`src/design/stt_pkg.sv`:
```
// Shared types, character codes and helpers for the source text tokenizer.
// No dependencies; imported by every module of the block.
package stt_pkg;

    localparam int POSITION_BITS_DEF = 16;
    localparam int POS_OUT_W         = 16;

    localparam logic [7:0] CH_SQUOTE = 8'h27;
    localparam logic [7:0] CH_DQUOTE = 8'h22;
    localparam logic [7:0] CH_LT     = 8'h3C;
    localparam logic [7:0] CH_GT     = 8'h3E;
    localparam logic [7:0] CH_BSLASH = 8'h5C;
    localparam logic [7:0] CH_SPACE  = 8'h20;
    localparam logic [7:0] CH_TAB    = 8'h09;
    localparam logic [7:0] CH_NL     = 8'h0A;

    typedef enum logic [2:0] {
        MODE_IDLE  = 3'd0,
        MODE_WORD  = 3'd1,
        MODE_SQ    = 3'd2,
        MODE_ANGLE = 3'd3,
        MODE_DQ    = 3'd4
    } t_mode;

    typedef logic [2:0] t_kind;
    localparam t_kind KIND_WORD  = 3'd0;
    localparam t_kind KIND_SQ    = 3'd1;
    localparam t_kind KIND_ANGLE = 3'd2;
    localparam t_kind KIND_DQ    = 3'd3;
    localparam t_kind KIND_PUNCT = 3'd4;

    typedef struct packed {
        logic [7:0]           tok_byte;
        t_kind                kind;
        logic                 first;
        logic                 done;
        logic [POS_OUT_W-1:0] line_num;
        logic [POS_OUT_W-1:0] col_num;
        logic                 run_last;
    } t_result;

    // Results of one input byte: up to two, in order r0 then r1.
    typedef struct packed {
        logic [1:0] count;
        t_result    r0;
        t_result    r1;
    } t_step;

    function automatic logic is_alnum(input logic [7:0] c);
        return (c >= 8'h61 && c <= 8'h7A) || (c >= 8'h41 && c <= 8'h5A) ||
               (c >= 8'h30 && c <= 8'h39);
    endfunction

    function automatic t_result mk_result(input logic [7:0] b, input t_kind k,
                                          input logic f, input logic d,
                                          input logic [POS_OUT_W-1:0] ln,
                                          input logic [POS_OUT_W-1:0] cl);
        t_result r;
        r.tok_byte = b;
        r.kind     = k;
        r.first    = f;
        r.done     = d;
        r.line_num = ln;
        r.col_num  = cl;
        r.run_last = 1'b0;
        return r;
    endfunction

    function automatic t_step add_result(input t_step s, input t_result r);
        t_step o;
        o = s;
        if (s.count == 2'd0) begin
            o.r0 = r;
        end else begin
            o.r1 = r;
        end
        o.count = s.count + 2'd1;
        return o;
    endfunction

endpackage

```
`src/design/stt_scan.sv`:
```
// Scanner state and the combinational step logic that turns a byte into results.
// Depends on stt_pkg.
module stt_scan import stt_pkg::*; #(
    parameter int POSITION_BITS = POSITION_BITS_DEF
) (
    input  logic       i_clk,
    input  logic       i_rst_n,
    input  logic       i_fire,
    input  logic [7:0] i_byte,
    input  logic       i_eot,
    output t_step      o_step
);

    localparam logic [POSITION_BITS-1:0] LINE_INIT = POSITION_BITS'(1);

    t_mode                    r_mode, n_mode;
    logic                     r_ab, n_ab;
    logic [7:0]               r_hb, n_hb;
    logic                     r_hf, n_hf;
    logic [POSITION_BITS-1:0] r_line, n_line;
    logic [POSITION_BITS-1:0] r_col, n_col;

    function automatic logic [POSITION_BITS-1:0] sat_inc(
        input logic [POSITION_BITS-1:0] v);
        return (v == '1) ? v : v + 1'b1;
    endfunction

    always_comb begin
        t_step      st;
        logic       do_idle;
        logic [7:0] q;
        t_kind      k;
        st      = '0;
        do_idle = 1'b0;
        n_mode  = r_mode;
        n_ab    = r_ab;
        n_hb    = r_hb;
        n_hf    = r_hf;
        n_line  = r_line;
        n_col   = r_col;
        q       = (r_mode == MODE_SQ) ? CH_SQUOTE : CH_DQUOTE;
        k       = (r_mode == MODE_SQ) ? KIND_SQ : KIND_DQ;

        unique case (r_mode)
            MODE_WORD: begin
                // held byte goes out once the next byte shows whether it ends the word
                if (is_alnum(i_byte)) begin
                    st = add_result(st, mk_result(r_hb, KIND_WORD, r_hf, 1'b0,
                                    POS_OUT_W'(n_line), POS_OUT_W'(n_col)));
                    n_hb  = i_byte;
                    n_hf  = 1'b0;
                    n_col = sat_inc(n_col);
                end else begin
                    st = add_result(st, mk_result(r_hb, KIND_WORD, r_hf, 1'b1,
                                    POS_OUT_W'(n_line), POS_OUT_W'(n_col)));
                    n_hf    = 1'b0;
                    n_mode  = MODE_IDLE;
                    do_idle = 1'b1;
                end
            end
            MODE_SQ, MODE_DQ: begin
                n_col = sat_inc(n_col);
                if (r_ab && i_byte == q) begin
                    n_ab = 1'b0;
                    st = add_result(st, mk_result(i_byte, k, 1'b0, i_eot,
                                    POS_OUT_W'(n_line), POS_OUT_W'(n_col)));
                end else if (i_byte == q) begin
                    n_ab   = 1'b0;
                    n_mode = MODE_IDLE;
                    st = add_result(st, mk_result(i_byte, k, 1'b0, 1'b1,
                                    POS_OUT_W'(n_line), POS_OUT_W'(n_col)));
                end else begin
                    n_ab = (i_byte == CH_BSLASH);
                    st = add_result(st, mk_result(i_byte, k, 1'b0, i_eot,
                                    POS_OUT_W'(n_line), POS_OUT_W'(n_col)));
                end
            end
            MODE_ANGLE: begin
                n_col = sat_inc(n_col);
                if (i_byte == CH_GT) begin
                    n_mode = MODE_IDLE;
                    st = add_result(st, mk_result(i_byte, KIND_ANGLE, 1'b0, 1'b1,
                                    POS_OUT_W'(n_line), POS_OUT_W'(n_col)));
                end else begin
                    st = add_result(st, mk_result(i_byte, KIND_ANGLE, 1'b0, i_eot,
                                    POS_OUT_W'(n_line), POS_OUT_W'(n_col)));
                end
            end
            default: begin
                n_mode  = MODE_IDLE;
                do_idle = 1'b1;
            end
        endcase

        if (do_idle) begin
            priority if (is_alnum(i_byte)) begin
                n_hb   = i_byte;
                n_hf   = 1'b1;
                n_mode = MODE_WORD;
                n_col  = sat_inc(n_col);
            end else if (i_byte == CH_SQUOTE || i_byte == CH_LT || i_byte == CH_DQUOTE) begin
                n_col = sat_inc(n_col);
                n_ab  = 1'b0;
                if (i_byte == CH_SQUOTE) begin
                    n_mode = MODE_SQ;
                    k      = KIND_SQ;
                end else if (i_byte == CH_LT) begin
                    n_mode = MODE_ANGLE;
                    k      = KIND_ANGLE;
                end else begin
                    n_mode = MODE_DQ;
                    k      = KIND_DQ;
                end
                st = add_result(st, mk_result(i_byte, k, 1'b1, i_eot,
                                POS_OUT_W'(n_line), POS_OUT_W'(n_col)));
            end else if (i_byte == CH_SPACE || i_byte == CH_TAB) begin
                n_col = sat_inc(n_col);
            end else if (i_byte == CH_NL) begin
                n_line = sat_inc(n_line);
                n_col  = '0;
            end else begin
                n_col = sat_inc(n_col);
                st = add_result(st, mk_result(i_byte, KIND_PUNCT, 1'b1, 1'b1,
                                POS_OUT_W'(n_line), POS_OUT_W'(n_col)));
            end
        end

        // end of text: flush a held word byte, then back to the reset state
        if (i_eot) begin
            if (n_mode == MODE_WORD) begin
                st = add_result(st, mk_result(n_hb, KIND_WORD, n_hf, 1'b1,
                                POS_OUT_W'(n_line), POS_OUT_W'(n_col)));
            end
            n_mode = MODE_IDLE;
            n_ab   = 1'b0;
            n_hb   = '0;
            n_hf   = 1'b0;
            n_line = LINE_INIT;
            n_col  = '0;
        end

        o_step = st;
    end

    always_ff @(posedge i_clk) begin
        if (!i_rst_n) begin
            r_mode <= MODE_IDLE;
            r_ab   <= 1'b0;
            r_hf   <= 1'b0;
            r_line <= LINE_INIT;
            r_col  <= '0;
        end else if (i_fire) begin
            r_mode <= n_mode;
            r_ab   <= n_ab;
            r_hf   <= n_hf;
            r_line <= n_line;
            r_col  <= n_col;
        end
    end

    always_ff @(posedge i_clk) begin
        if (i_fire) begin
            r_hb <= n_hb;
        end
    end

endmodule

```
`src/design/stt_obuf.sv`:
```
// Two-slot result register: holds the results of one byte and hands them out
// one transfer per cycle while the receiver is ready. Depends on stt_pkg.
module stt_obuf import stt_pkg::*; (
    input  logic    i_clk,
    input  logic    i_rst_n,
    input  logic    i_load,
    input  t_step   i_step,
    output logic    o_can_load,
    output logic    o_valid,
    output t_result o_res,
    input  logic    i_ready
);

    logic [1:0] r_cnt, n_cnt;
    t_result    r_slot0, n_slot0;
    t_result    r_slot1, n_slot1;
    logic       w_fire;

    assign o_valid    = (r_cnt != 2'd0);
    assign o_res      = r_slot0;
    assign w_fire     = o_valid && i_ready;
    // loading overwrites both slots, so the buffer has to drain this cycle
    assign o_can_load = (r_cnt == 2'd0) || (r_cnt == 2'd1 && w_fire);

    always_comb begin
        n_cnt   = r_cnt;
        n_slot0 = r_slot0;
        n_slot1 = r_slot1;
        if (i_load) begin
            n_slot0          = i_step.r0;
            n_slot0.run_last = (i_step.count == 2'd1);
            n_slot1          = i_step.r1;
            n_slot1.run_last = 1'b1;
            n_cnt            = i_step.count;
        end else if (w_fire) begin
            n_slot0 = r_slot1;
            n_cnt   = r_cnt - 2'd1;
        end
    end

    always_ff @(posedge i_clk) begin
        if (!i_rst_n) begin
            r_cnt <= 2'd0;
        end else begin
            r_cnt <= n_cnt;
        end
    end

    always_ff @(posedge i_clk) begin
        r_slot0 <= n_slot0;
        r_slot1 <= n_slot1;
    end

endmodule

```
`src/design/source_text_tokenizer_unit.sv`:
```
// Source text tokenizer, top level: input register, scanner and result buffer.
// Depends on stt_pkg, stt_scan and stt_obuf.
//
// Usage:
//   s_axis takes one text byte per transfer; tlast marks the last byte of a
//   text. m_axis gives token characters, one per transfer: tdata carries the
//   byte, line and column, tuser the token kind and first/done marks, tlast
//   the last result caused by one input byte.
//   A byte is scanned while it sits in the input register, and its results
//   load the result register at the edge on which it leaves, and the result
//   register offers them from there. A byte makes zero, one or two results;
//   the result register drains one per cycle while the receiver is ready, so the
//   block takes one byte per cycle while bytes make at most one result, and
//   waits for the second of two to leave. The width of the result channel sets that.
//   Words are held back one byte: their last character goes out with the
//   byte that ends the word, or at end of text.
//   Reset (synchronous, active low) empties both registers and returns the
//   scanner to line 1, column 0, outside any token. When the receiver stalls,
//   the result register holds, the input register fills, and s_axis_tready
//   drops until results drain.
module source_text_tokenizer_unit import stt_pkg::*; #(
    parameter int POSITION_BITS = POSITION_BITS_DEF
) (
    input  logic        i_clk,
    input  logic        i_rst_n,
    input  logic        s_axis_tvalid,
    output logic        s_axis_tready,
    input  logic [7:0]  s_axis_tdata,   // [7:0] text_byte
    input  logic        s_axis_tlast,   // end_of_text
    output logic        m_axis_tvalid,
    input  logic        m_axis_tready,
    output logic [39:0] m_axis_tdata,   // [7:0] token_byte, [23:8] line_number,
                                        // [39:24] column_number
    output logic [4:0]  m_axis_tuser,   // [2:0] token_kind, [3] token_first,
                                        // [4] token_done
    output logic        m_axis_tlast    // run_last
);

    logic       r_in_valid;
    logic [7:0] r_in_byte;
    logic       r_in_eot;
    logic       w_can_load;
    logic       w_proc;
    t_step      w_step;
    t_result    w_res;

    assign w_proc        = r_in_valid && w_can_load;
    assign s_axis_tready = !r_in_valid || w_proc;

    always_ff @(posedge i_clk) begin
        if (!i_rst_n) begin
            r_in_valid <= 1'b0;
        end else if (s_axis_tready) begin
            r_in_valid <= s_axis_tvalid;
        end
    end

    always_ff @(posedge i_clk) begin
        if (s_axis_tready && s_axis_tvalid) begin
            r_in_byte <= s_axis_tdata;
            r_in_eot  <= s_axis_tlast;
        end
    end

    stt_scan #(
        .POSITION_BITS(POSITION_BITS)
    ) u_scan (
        .i_clk   (i_clk),
        .i_rst_n (i_rst_n),
        .i_fire  (w_proc),
        .i_byte  (r_in_byte),
        .i_eot   (r_in_eot),
        .o_step  (w_step)
    );

    stt_obuf u_obuf (
        .i_clk      (i_clk),
        .i_rst_n    (i_rst_n),
        .i_load     (w_proc),
        .i_step     (w_step),
        .o_can_load (w_can_load),
        .o_valid    (m_axis_tvalid),
        .o_res      (w_res),
        .i_ready    (m_axis_tready)
    );

    assign m_axis_tdata = {w_res.col_num, w_res.line_num, w_res.tok_byte};
    assign m_axis_tuser = {w_res.done, w_res.first, w_res.kind};
    assign m_axis_tlast = w_res.run_last;

`ifndef SYNTH
    a_step_count: assert property (@(posedge i_clk) disable iff (!i_rst_n)
        w_proc |-> (w_step.count != 2'd3))
        else $error("scanner produced more than two results");

    a_two_results: assert property (@(posedge i_clk) disable iff (!i_rst_n)
        (w_proc && w_step.count == 2'd2) |=> (m_axis_tvalid && !m_axis_tlast))
        else $error("first of two results missing or marked last");

    a_one_result: assert property (@(posedge i_clk) disable iff (!i_rst_n)
        (w_proc && w_step.count == 2'd1) |=> (m_axis_tvalid && m_axis_tlast))
        else $error("single result missing or not marked last");

    a_no_result: assert property (@(posedge i_clk) disable iff (!i_rst_n)
        (w_proc && w_step.count == 2'd0) |=> !m_axis_tvalid)
        else $error("result shown for a byte that makes none");
`endif

endmodule
```
`config.mk`:
```
export PLATFORM = sky130hd
export DESIGN_NAME = source_text_tokenizer_unit
export DESIGN_NICKNAME = d
export VERILOG_FILES = /design/src/design/stt_pkg.sv /design/src/design/stt_scan.sv /design/src/design/stt_obuf.sv /design/src/design/source_text_tokenizer_unit.sv
export SDC_FILE = /design/constraint.sdc
export NUM_CORES = 1
export LEC_CHECK = 0
export BUFFER_PORTS_ARGS = -buffer_cell sky130_fd_sc_hd__buf_2
export CAP_MARGIN = 20
export CORE_UTILIZATION = 62
export DETAILED_ROUTE_END_ITERATION = 6
export GPL_TIMING_DRIVEN = 0
export PLACE_DENSITY_LB_ADDON = 0.3
export SLEW_MARGIN = 20
export SYNTH_ARGS = -nofsm -noshare
export SYNTH_HDL_FRONTEND = slang
export SYNTH_SLANG_ARGS = --single-unit
```
`constraint.sdc`:
```
create_clock -name i_clk -period 4.26 [get_ports i_clk]
set_clock_uncertainty 0.2 [all_clocks]
set_input_delay 0.213 -clock i_clk [delete_from_list [all_inputs] [get_ports i_clk]]
set_output_delay 0.213 -clock i_clk [all_outputs]
set_load 0.005 [all_outputs]
```
==> summary by stage, run 1 <==
Finish
The most common cell after layout, fill and taps aside is sky130_fd_sc_hd__nand2_1. The library cells used most frequently in the layout, excluding fill and tap cells, are sky130_fd_sc_hd__nand2_1, sky130_fd_sc_hd__edfxtp_1, sky130_fd_sc_hd__nor2_1. In the final design database the tool counted 1146 nets. Counting the fill cells in the layout gives 969. The area growth from synthesis to layout is 17.7%. Of the cells placed in the final design, the portion with a size suffix greater than 1 is 0.191. 0 antenna diodes ended up in the layout.

Drt
In the final routing, the length of wire on met1 measures 12500 um. Summed over all layers, the routed wires come to 33600 um. The count of nets left with antenna violations once routing finished came out at 0. The routed layout has 9405 vias. The count of TritonRoute iterations in the first routing pass is 7.

Dividing the detail-routed wire length by the instance count gives 25.4 um. The first routing iteration left 1570 violations. After detailed routing, no signal wire sits above met4. The vias per cell is 7.11. The routed wire length on met2 is 14400 um. The sum of met3 wire segment lengths after detailed routing is 4810 um. After detailed routing, the number of remaining DRC violations is 2.

Global routing
The via count of the first global-routing pass is 8586. The aggregate global routing overflow is 0. The largest net degree at the start of global routing is 38. The number of antenna violations at the first check in global routing is 0.

The first-pass GRT wire length is 49400 um. The global-route usage over all layers is 0.445.

Hold path
The worst hold path was traced through 3 stages. The tightest min-delay check is of the input pin to flip-flop type.

Floorplanning
The floorplan die height is 124 um. The total die area is 15400 sq um. In this run the count of I/O pins placed on the die edge is 61. The number of placement rows is 44. The area inside the core boundary is 14500 sq um. In this run the horizontal extent of the chip is 124 um. The initial utilization of the core area, before any placement, comes to 0.635.

Worst setup path
The endpoint type of the worst setup path is a flip-flop. The kind of critical path is flip-flop to flip-flop. The sort of element at the start of the critical path is a flip-flop. At the worst endpoint, the arrival time is 4.20 ns. The critical path required time is 4.25 ns. Measured in cells, the most critical reg-to-reg path has a length of 13.

The worst-path maximum fanout is 10.

Power
Summing internal, switching and leakage power gives 4.94 mW. The leakage power total is 3.92 nW. Dividing total power by cell area gives a power density of 455 nW/um^2.

The worst-case IR drop observed on VDD is 0.344 mV.

CTS
The tree is rooted in a sky130_fd_sc_hd__clkbuf_16. The CTS tree is done. The TritonCTS buffer count is 17. The clock latency reported for the late side of the worst-skew pair is 0.45 ns. The number of H-tree branching levels is 4. The buffer levels on the longest clock path is 2. Clock tree synthesis found a total of 148 sinks. The clock-pin slew on the worst setup and hold paths is 0.07 ns.

Place
At the placement stage, the worst setup path has a slack of -1.02 ns. The placed wire-length estimate is 22800 um. The congestion estimate from routability-driven global placement came to 1.02. The number of buffers added on ports is 60.

Timing
The worst hold slack is 0.0179 ns. Across all setup checks in the final design, the least slack found is 0.0506 ns. Measured against its own limit, the worst slew margin works out to 0.347. The achievable frequency is 238 MHz.

The transition time of the tightest slew-check pin is 0.973 ns. Setup violations remaining at the end of the flow were counted as 0. The final critical path time including I/O delays and setup is 4.21 ns. The number of endpoints with negative hold slack in the final report came to 0.

The final-report max-slew violation count came to 0. Of the available clock period, the critical path in the final layout requires 0.988.

Synthesis
The sequential-to-total area share from yosys stat is 0.438. The number of enable flip-flop cells after synthesis is 108. During synthesis, Yosys emitted a total of 0 warnings. The number of different library cells in the post-synthesis netlist is 93. The number of nets in the synthesized netlist is 1034. The commonest register cell after synthesis is sky130_fd_sc_hd__edfxtp_1. The mean area per synthesized cell is 9.11 sq um. The cell area after synthesis is 9230 sq um. After synthesis, the share of flip-flops with an asynchronous set or reset is 0.

The count of state elements after synthesis is 148. Counting every instance in the synthesized netlist gives 1013.

Job
The tool flagged a number of max-cap violations equal to 0.

Run status
The run finished, with violations left. The checks that failed: DRC.
## layout make-up
type                    count  area (sq um)  area share
clock buffers              17           425      0.0392
plain buffers              75           368      0.0339
repair buffers            101           673      0.0620
inverters                  14          52.6     0.00484
flip-flops and latches    148          4050       0.372
multi-input cells         768          4920       0.453
well taps                 184           230      0.0212
clock inverters            15           145      0.0134
## worst max-delay path: stages (launching register included)
cell,delay [ns]
sky130_fd_sc_hd__edfxtp_1,0.45
sky130_fd_sc_hd__clkbuf_2,0.26
sky130_fd_sc_hd__or3_1,0.41
sky130_fd_sc_hd__nor4_4,0.29
sky130_fd_sc_hd__inv_1,0.30
sky130_fd_sc_hd__ha_1,0.36
sky130_fd_sc_hd__a21oi_1,0.06
sky130_fd_sc_hd__a22o_1,0.27
sky130_fd_sc_hd__ha_1,0.27
sky130_fd_sc_hd__nand3_4,0.15
sky130_fd_sc_hd__buf_2,0.37
sky130_fd_sc_hd__o221ai_1,0.21
sky130_fd_sc_hd__o21ai_0,0.27
sky130_fd_sc_hd__nand2_1,0.10
## synthesized netlist by cell type, types with 4 or more instances
master | count | share of area
sky130_fd_sc_hd__nand3_1 | 36 | 0.020
sky130_fd_sc_hd__inv_1 | 13 | 0.0053
sky130_fd_sc_hd__o21ai_0 | 65 | 0.035
sky130_fd_sc_hd__o21ai_1 | 23 | 0.012
sky130_fd_sc_hd__nor2_1 | 87 | 0.035
sky130_fd_sc_hd__buf_6 | 4 | 0.0049
sky130_fd_sc_hd__and2_1 | 33 | 0.022
sky130_fd_sc_hd__a221oi_1 | 14 | 0.013
sky130_fd_sc_hd__or3_1 | 7 | 0.0047
sky130_fd_sc_hd__nand2_1 | 130 | 0.053
sky130_fd_sc_hd__a221o_1 | 4 | 0.0043
sky130_fd_sc_hd__a2bb2oi_1 | 4 | 0.0038
sky130_fd_sc_hd__buf_2 | 15 | 0.0081
sky130_fd_sc_hd__a22oi_1 | 9 | 0.0073
sky130_fd_sc_hd__o22ai_1 | 12 | 0.0081
sky130_fd_sc_hd__a21o_1 | 7 | 0.0057
sky130_fd_sc_hd__and3_1 | 9 | 0.0061
sky130_fd_sc_hd__edfxtp_1 | 108 | 0.35
sky130_fd_sc_hd__clkbuf_1 | 60 | 0.024
sky130_fd_sc_hd__nor2b_1 | 19 | 0.013
sky130_fd_sc_hd__o31a_1 | 4 | 0.0038
sky130_fd_sc_hd__mux2i_1 | 7 | 0.0076
sky130_fd_sc_hd__a22o_1 | 12 | 0.011
sky130_fd_sc_hd__xnor2_1 | 15 | 0.014
sky130_fd_sc_hd__a31oi_1 | 16 | 0.011
sky130_fd_sc_hd__o221ai_1 | 4 | 0.0038
sky130_fd_sc_hd__and4_1 | 5 | 0.0047
sky130_fd_sc_hd__a211oi_2 | 6 | 0.0081
sky130_fd_sc_hd__a32oi_1 | 4 | 0.0038
sky130_fd_sc_hd__dfxtp_1 | 40 | 0.087
sky130_fd_sc_hd__nand4_1 | 12 | 0.0081
sky130_fd_sc_hd__ha_1 | 8 | 0.011
sky130_fd_sc_hd__o21a_1 | 5 | 0.0041
sky130_fd_sc_hd__nor4_1 | 8 | 0.0054
sky130_fd_sc_hd__nand2b_1 | 10 | 0.0068
sky130_fd_sc_hd__a211oi_1 | 10 | 0.0081
sky130_fd_sc_hd__a21oi_1 | 60 | 0.033
sky130_fd_sc_hd__a21boi_0 | 6 | 0.0049
sky130_fd_sc_hd__nor3_1 | 20 | 0.011
sky130_fd_sc_hd__o211ai_1 | 10 | 0.0081
sky130_fd_sc_hd__xor2_1 | 9 | 0.0085
sky130_fd_sc_hd__o211a_1 | 7 | 0.0076
## logic make-up after synthesis
kind of cell	count (synthesis)	share of synthesized area
multiplexers	8	0.00881
AND/OR/NAND/NOR	403	0.219
AO/OA/AOI/OAI	324	0.251
XOR/XNOR	25	0.0258
buffers and inverters	97	0.0460
adder cells (fa/ha/maj)	8	0.0108
flip-flops	148	0.438
## flip-flops by register name, summed over array words and instances, names as in the netlist, 2 cells and up
| register | flops |
|---|---|
| r_in_byte | 8 |
| u_obuf.r_cnt | 2 |
| u_obuf.o_res | 46 |
| u_scan.r_hb | 8 |
| u_scan.r_mode | 3 |
| u_obuf.r_slot1 | 45 |
| u_scan.r_line | 16 |
| u_scan.r_col | 16 |
## per-stage QoR
| stage | cells | setup TNS [ns] | instance area [sq um] | util |
|---|---|---|---|---|
| after detailed placement | 1259 | -46.60 | 9800 | 0.675 |
| final | 1322 | 0 | 10900 | 0.748 |
| after global placement | 1257 | -63.05 | 9760 | 0.672 |
| after global routing | 1322 | -0.0574 | 10900 | 0.748 |
| after CTS | 1308 | 0 | 10700 | 0.734 |
| after floorplan | 1013 | 0 | 9230 | - |
## timing repair
action / CTS / global route
resized for setup: 25 / 24
buffers inserted: 10 / 18
hold endpoints to repair: 10 / 0
hold buffers: 11 / 0
endpoints found under the setup margin: 95 / 75
pin swaps: 5 / 5
## metal layers
metal | vias to the layer above | track usage
met5 | - | 0
met2 | 864 | 0.647
met4 | 0 | 0.255
met3 | 188 | 0.155
met1 | 4343 | 0.573
li1 | 4010 | -
## path summary, 6_finish.rpt
check,slack (ns),startpoint,end
worst min register to register,0.29,u_obuf.r_cnt[1],u_obuf.r_cnt[1]
worst min-delay path,0.02,i_rst_n,u_scan.r_col[1]
worst max-delay path,0.05,r_in_byte[2],u_obuf.o_res[33]
worst max register to register,0.05,r_in_byte[2],u_obuf.o_res[33]
## report_power, final
group          total (mW)  switching (mW)  internal (mW)
clock network        1.50           0.686          0.819
logic                1.34           0.904          0.441
registers            2.09           0.103           1.99
total                4.94            1.69           3.25
No activity file was read; power rests on OpenSTA's default activity.
==> inputs of run 2 (changes only) <==
--- a/config.mk
+++ b/config.mk
@@ -14,4 +14,5 @@
 export SLEW_MARGIN = 20
 export SYNTH_ARGS = -nofsm -noshare
 export SYNTH_HDL_FRONTEND = slang
+export SYNTH_HIERARCHICAL = 1
 export SYNTH_SLANG_ARGS = --single-unit
==> run 2 against run 1 <==
Against the previous run: the flow finishes with violations (DRC, setup timing); non-clock buffer count grew 26; clock-buffer cell count is the same; total power shrank 15%.
==> summary by stage, run 2 <==
Synthesis
The post-synthesis cell count is 1027 (+1.4%). The number of warnings reported in the yosys synthesis log is 6 (+6). The number of nets in the synthesized netlist is 1048 (+1.4%). The cell area after synthesis is 9460 sq um (+2.5%). The mean area per synthesized cell is 9.21 sq um (+1.1%).

Timing
The number of endpoints with negative hold slack in the final report was 0 (unchanged). The achievable frequency is 211 MHz (-11%). The count of final setup violators was 33 (+33). The final-report max-slew violation count is 0 (unchanged). The final cycle utilization of the critical path is 1.11 (+0.126).

The final critical path time including I/O delays and setup is 4.75 ns (+0.539 ns). Setup repair after global routing could not meet its margin everywhere. The setup TNS after final layout is -7.57 ns (-7.57 ns).

The worst hold slack is 0.281 ns (+0.263 ns). The transition time of the tightest slew-check pin is 1.25 ns (+0.280 ns). The minimum setup slack in the final design is -0.488 ns (-0.539 ns). The relative max-transition margin is 0.162 (-0.185).

Global routing
The largest net degree at the start of global routing is 52 (+37%). The global-route usage over all layers is 0.412 (-0.0332). The aggregate global routing overflow was 0 (unchanged). The via count of the first global-routing pass is 8784 (+2.3%).

The first-pass GRT wire length is 49000 um (-0.81%). The number of antenna violations at the first check in global routing is 1 (+1).

Worst setup path
The data arrival time of the worst path came to 4.73 ns (+0.53 ns). The worst-path maximum fanout came to 5 (-5). STA classifies the critical path endpoint as a flip-flop. STA classifies the critical path startpoint as a flip-flop. The cell at the slowest stage of the critical path is sky130_fd_sc_hd__or4_4. The critical path required time came to 4.24 ns (about the same). The critical path goes through nand4_1, or4_4, or2_4, nand2_4, xnor2_4, ha_4, and3_4, buf_4, a21boi_4, o221ai_4, o2111a_2, buf_4, buf_4, a41oi_1, xor2_2, a21oi_1, a31oi_1, mux2_2. The largest stage delay on the critical path came to 0.63 ns (+0.18 ns). The kind of critical path is flip-flop to flip-flop. By instance count, the cell type seen most on the critical path is sky130_fd_sc_hd__buf_4.

Finish
The area growth from synthesis to layout is 25.4%. The top cell types in the final layout, fill and taps aside, are sky130_fd_sc_hd__edfxtp_1, sky130_fd_sc_hd__nand2_1, sky130_fd_sc_hd__buf_2. The post-route core utilization is 0.807 (+0.0595).

The share of post-route cells with drive strength above 1 is 0.283 (+0.0927). The total area of sequential cells is 4050 sq um (+0.22%). The area of the multi-input gates was 5570 sq um (+13%). The fill cell total of the finished layout is 929 (-4.1%). The flip-flop count of the largest register, all copies and words added is 46 (unchanged). The number of nets in the layout is 1190 (+3.8%).

Power
The cell-internal power came to 2.94 mW (-9.5%). The power per cell area came to 352 nW/um^2 (-23%). The net load switching power is 1.24 mW (-27%). The switching part of the total is 0.296 (-0.0461).

The power consumption is 4.18 mW (-15%). The share of power burned in combinational logic came to 0.198 (-0.074). The part of the total power dissipated in the clock network is 0.362 (+0.057). The portion of total power attributed to sequential cells is 0.440 (+0.017). The leakage power total was 4.18 nW (+6.5%). The worst IR drop on VDD is 0.308 mV (-11%).

CTS
The clock latency reported for the late side of the worst-skew pair was 0.44 ns (about the same). TritonCTS built the clock tree. The master cell of the clock root buffer is sky130_fd_sc_hd__clkbuf_16. The TritonCTS buffer count is 17 (unchanged). The number of H-tree branching levels came to 4 (unchanged).

The number of clock sinks seen by CTS is 148 (unchanged). The buffer levels on the longest clock path is 2 (unchanged). The clock-pin slew on the worst setup and hold paths is 0.07 ns (about the same).

Hold path
In this run the worst hold path is classified as input pin to flip-flop.

Run status
The final reports fail on DRC, setup timing. The run finished, with violations left.

Drt
The number of DRC markers after the initial detailed-route iteration came to 1423 (-9.4%). The count of TritonRoute iterations in the first routing pass is 7 (unchanged). The total wirelength of the detailed-routed design is 32900 um (-2.2%). The per-cell routed wire length is 24.1 um (-5.4%). The via count is 9693 (+3.1%). The DRC violation count after routing is 18 (+16). The post-detailed-route count of antenna-violating nets is 0 (unchanged). The vias per cell came to 7.09 (-0.33%).

Place
The final weighted congestion of routability-driven global placement is 1.02 (+0.19%). The placed wire-length estimate came to 20800 um (-8.8%). The number of buffers added on ports came to 60 (unchanged).

Floorplanning
The area inside the core boundary came to 14700 sq um (+1.1%). The total die area is 15800 sq um (+2.4%). The die width is 126 um (+1.2%). The initial cell density of the core came to 0.644 (+0.00853). The floorplan die height came to 126 um (+1.2%). The boundary pin count is 61 (unchanged). The number of placement rows is 44 (unchanged).

Job
The count of maximum capacitance violations is 0 (unchanged).
==> run 2: cell type report <==
class / count / share of cell area
inverters: 24 / 0.00759
multi-input cells: 776 / 0.469
plain buffers: 71 / 0.0328
flip-flops and latches: 148 / 0.342
repair buffers: 131 / 0.0793
well taps: 184 / 0.0194
clock inverters: 15 / 0.0138
clock buffers: 17 / 0.0359
diodes: 1 / 0.000211
==> run 2: path summary, 6_finish.rpt <==
kind | start | end | slack, ns | depth (start not counted)
setup / recovery | u_scan/r_col[5] | u_obuf/o_res[3] | -0.49 | 18
setup reg to reg | u_scan/r_col[5] | u_obuf/o_res[3] | -0.49 | 18
hold reg to reg | u_scan/r_hf | u_scan/r_hf | 0.29 | 2
hold / removal | s_axis_tdata[4] | r_in_byte[4] | 0.28 | 2
==> run 2: timing repair <==
action / in CTS / in global routing
buffers inserted: 28 / 29
hold buffers: 14 / 0
pin swaps: 30 / 45
setup endpoints to repair: 96 / 96
resized for setup: 79 / 82
hold endpoints to repair: 15 / 0
==> run 2: metrics by stage <==
stage / worst slack (ns) / cell area (sq um) / std cells
final: -0.488 / 11900 / 1367
after global routing: -0.569 / 11900 / 1366
after CTS: -0.426 / 11400 / 1344
after detailed placement: -1.18 / 10100 / 1273
after global placement: -1.18 / 10000 / 1271
after floorplan: -0.292 / 9510 / 1027
==> run 2: routing by layer <==
| layer | GRT usage | part of all wire | vias up |
|---|---|---|---|
| met5 | 0 | 0 | - |
| met4 | 0.227 | 0.061 | 0 |
| met3 | 0.102 | 0.13 | 206 |
| met2 | 0.614 | 0.43 | 811 |
| met1 | 0.551 | 0.38 | 4509 |
| li1 | - | - | 4167 |
==> run 2: worst max-delay path: cells and delay by family (launching register included) <==
kind	cells	cell delay, ns
simple gates	5	1.53
compound gates	6	1.13
xor+xnor	2	0.27
buf+inv	3	0.45
flops	1	0.42
fa+ha+maj	1	0.20
mux	1	0.29
==> run 2: power groups by stage <==
stage	sequential [mW]	combinational (mW)	clock, mW
finish	1.84	0.826	1.51
global route	1.85	0.866	1.57
CTS	1.83	0.787	1.50
detailed placement	1.86	0.735	0
global placement	1.87	0.696	0
floorplan	1.88	0.418	0
==> inputs of run 3 (changes only) <==
--- a/config.mk
+++ b/config.mk
@@ -5,6 +5,7 @@
 export SDC_FILE = /design/constraint.sdc
 export NUM_CORES = 1
 export LEC_CHECK = 0
+export ABC_AREA = 1
 export BUFFER_PORTS_ARGS = -buffer_cell sky130_fd_sc_hd__buf_2
 export CAP_MARGIN = 20
 export CORE_UTILIZATION = 62
==> run 3 against run 2 <==
Against the previous run: the flow now finishes without violations; critical path depth fell by 3; flip-flop and latch count unchanged; core utilization down 8.3 points; critical endpoint is now u_obuf/r_slot1[41].
==> summary by stage, run 3 <==
Run status
The flow ran to the end, and the final reports show no timing, DRC or antenna violations.

Power
The power per cell area is 394 nW/um^2 (+12%). The power consumption is 4.16 mW (-0.47%). The cell-internal power came to 2.86 mW (-2.8%). The net load switching power was 1.30 mW (+5.0%).

The part of the total power dissipated in the clock network came to 0.323 (-0.039). The leakage power total is 4.62 nW (+11%). The worst IR drop on VDD was 0.299 mV (-3.0%). The portion of total power attributed to sequential cells came to 0.459 (+0.019). The share of power burned in combinational logic came to 0.218 (+0.020). The switching part of the total is 0.313 (+0.0162).

Worst setup path
The buffers plus inverters on the worst setup path is 8 (+5). The largest stage delay on the critical path came to 0.52 ns (-0.11 ns). The critical path required time came to 4.29 ns (+0.05 ns). The sort of element at the start of the critical path is a flip-flop. The data arrival time of the worst path is 4.15 ns (-0.58 ns). STA classifies the critical path endpoint as a flip-flop. Among cell families on the critical path, the largest total delay comes from buffers and inverters. Traced cell by cell, the critical path runs through inv_2, nor3_4, buf_4, inv_2, nand2_2, inv_1, nand2_1, inv_1, nor3_1, inv_1, ha_1, nor2_1, inv_1, clkbuf_1, o21ai_0. The setup path with the least slack is of type flip-flop to flip-flop. The worst-path maximum fanout is 10 (+5). The cell at the slowest stage of the critical path is sky130_fd_sc_hd__nor2_1. The most numerous cell type found on the critical path is sky130_fd_sc_hd__inv_1. The slack of the worst reg-to-reg path was 0.14 ns (+0.62 ns).

Timing
The achievable frequency is 243 MHz (+15%). The transition time of the tightest slew-check pin is 1.07 ns (-0.185 ns). The final-report max-slew violation count was 0 (unchanged). The relative max-transition margin was 0.288 (+0.126). The setup TNS after final layout is 0 ns (+7.57 ns). The count of final setup violators is 0 (-100%).

The final critical path time including I/O delays and setup came to 4.12 ns (-0.625 ns). The final cycle utilization of the critical path is 0.968 (-0.147). The number of endpoints with negative hold slack in the final report is 0 (unchanged).

CTS
The TritonCTS buffer count was 17 (unchanged). The number of clock sinks seen by CTS is 148 (unchanged). The CTS tree is done.

The clock-pin slew on the worst setup and hold paths is 0.06 ns (about the same). The post-CTS setup buffer count came to 0 (-100%). The root buffer cell chosen for the clock tree is sky130_fd_sc_hd__clkbuf_16. The number of H-tree branching levels is 4 (unchanged). The clock latency reported for the late side of the worst-skew pair is 0.44 ns (about the same).

The buffer levels on the longest clock path came to 2 (unchanged).

Finish
The flip-flop count of the largest register, all copies and words added is 46 (unchanged). The antenna diode count is 0 (-1). The number of nets in the layout is 1369 (+15%).

The fill cell total of the finished layout is 1158 (+25%). The share of post-route cells with drive strength above 1 is 0.145 (-0.138). Relative to the synthesized area, the layout overhead comes to 13.2%. The most common cell after layout, fill and taps aside is sky130_fd_sc_hd__nand2_1. In the layout the commonest cells are sky130_fd_sc_hd__nand2_1, sky130_fd_sc_hd__inv_1, sky130_fd_sc_hd__edfxtp_1.

Hold path
The class of the tightest hold or removal check is input pin to flip-flop.

Place
The placed wire-length estimate is 19200 um (-7.6%). The number of buffers added on ports is 60 (unchanged). The final weighted congestion of routability-driven global placement was 0.980 (-4.0%).

Global routing
The largest net degree at the start of global routing is 58 (+12%). The first-pass GRT wire length came to 43400 um (-11%). The number of antenna violations at the first check in global routing is 0 (-1).

The via count of the first global-routing pass is 8389 (-4.5%). The global-route usage over all layers was 0.361 (-0.0513). The aggregate global routing overflow came to 0 (unchanged).

Floorplanning
The total die area is 15500 sq um (-1.4%). The boundary pin count is 61 (unchanged). The number of placement rows came to 44 (unchanged). The initial cell density of the core is 0.639 (-0.00415). The die width is 125 um (-0.69%). The floorplan die height came to 125 um (-0.69%). The area inside the core boundary came to 14600 sq um (-0.75%).

Drt
The via count was 9036 (-6.8%). The number of DRC markers after the initial detailed-route iteration is 1040 (-27%). The total wirelength of the detailed-routed design was 27600 um (-16%). The per-cell routed wire length is 17.9 um (-26%). The DRC violation count after routing came to 0 (-18).

The count of TritonRoute iterations in the first routing pass is 7 (unchanged). The post-detailed-route count of antenna-violating nets was 0 (unchanged). The vias per cell is 5.85 (-18%).

Synthesis
The cell area after synthesis was 9330 sq um (-1.4%). The post-synthesis cell count is 1255 (+22%). The mean area per synthesized cell came to 7.43 sq um (-19%).

The number of nets in the synthesized netlist is 1276 (+22%). The number of warnings reported in the yosys synthesis log came to 6 (unchanged).

Job
The count of maximum capacitance violations came to 0 (unchanged).
run 3: power by group through the flow:
stage | registers (mW) | clock network, mW | logic, mW
6_report | 1.91 | 1.34 | 0.908
5_1_grt | 1.93 | 1.41 | 0.981
4_1_cts | 1.91 | 1.35 | 0.889
3_5_place_dp | 1.93 | 0 | 0.876
3_3_place_gp | 1.95 | 0 | 0.825
2_1_floorplan | 1.95 | 0 | 0.491
run 3: worst paths after layout:
check                   startpoint                  to  cells past startpoint
hold reg to reg        u_scan/r_ab         u_scan/r_ab                      2
setup reg to reg  u_scan/r_mode[0]  u_obuf/r_slot1[41]                     15
setup / recovery  u_scan/r_mode[0]  u_obuf/r_slot1[41]                     15
hold / removal       s_axis_tvalid        r_in_byte[3]                      3
run 3: per-layer routing:
metal,track usage,part of all wire,vias up
met3,0.0614,0.10,79
met2,0.575,0.46,545
met5,0,0,-
met4,0.155,0.033,0
met1,0.484,0.40,4099
li1,-,-,4313
run 3: cell type report:
class	count	area, sq um	share of cell area
well taps	184	230	0.0218
clock buffers	19	433	0.0410
repair buffers	74	468	0.0443
plain buffers	49	285	0.0270
flip-flops and latches	148	4040	0.383
multi-input cells	916	4480	0.424
clock inverters	13	87.6	0.00829
inverters	142	538	0.0509
run 3: stage by stage:
stage,util,instances,hold WS (ns),setup slack [ns],area (sq um)
2_1_floorplan,-,1255,0.112,0.392,9330
3_3_place_gp,0.676,1499,0.195,-0.843,9860
3_5_place_dp,0.679,1501,0.192,0.141,9910
4_1_cts,0.723,1545,0.198,0.0841,10600
5_1_grt,0.724,1545,0.209,-0.0149,10600
6_report,0.724,1545,0.209,0.137,10600
run 3: what timing repair did:
item	CTS	global route
resized for setup	0	5
endpoints found under the hold margin	12	0
hold buffers	12	0
setup endpoints to repair	0	35
run 3: worst register-to-register path: stages, from the launching register on:
cell                       delay (ns)
sky130_fd_sc_hd__dfxtp_1         0.39
sky130_fd_sc_hd__inv_2           0.09
sky130_fd_sc_hd__nor3_4          0.18
sky130_fd_sc_hd__buf_4           0.25
sky130_fd_sc_hd__inv_2           0.07
sky130_fd_sc_hd__nand2_2         0.25
sky130_fd_sc_hd__inv_1           0.21
sky130_fd_sc_hd__nand2_1         0.17
sky130_fd_sc_hd__inv_1           0.09
sky130_fd_sc_hd__nor3_1          0.24
sky130_fd_sc_hd__inv_1           0.13
sky130_fd_sc_hd__ha_1            0.24
sky130_fd_sc_hd__nor2_1          0.52
sky130_fd_sc_hd__inv_1           0.22
sky130_fd_sc_hd__clkbuf_1        0.33
sky130_fd_sc_hd__o21ai_0         0.35
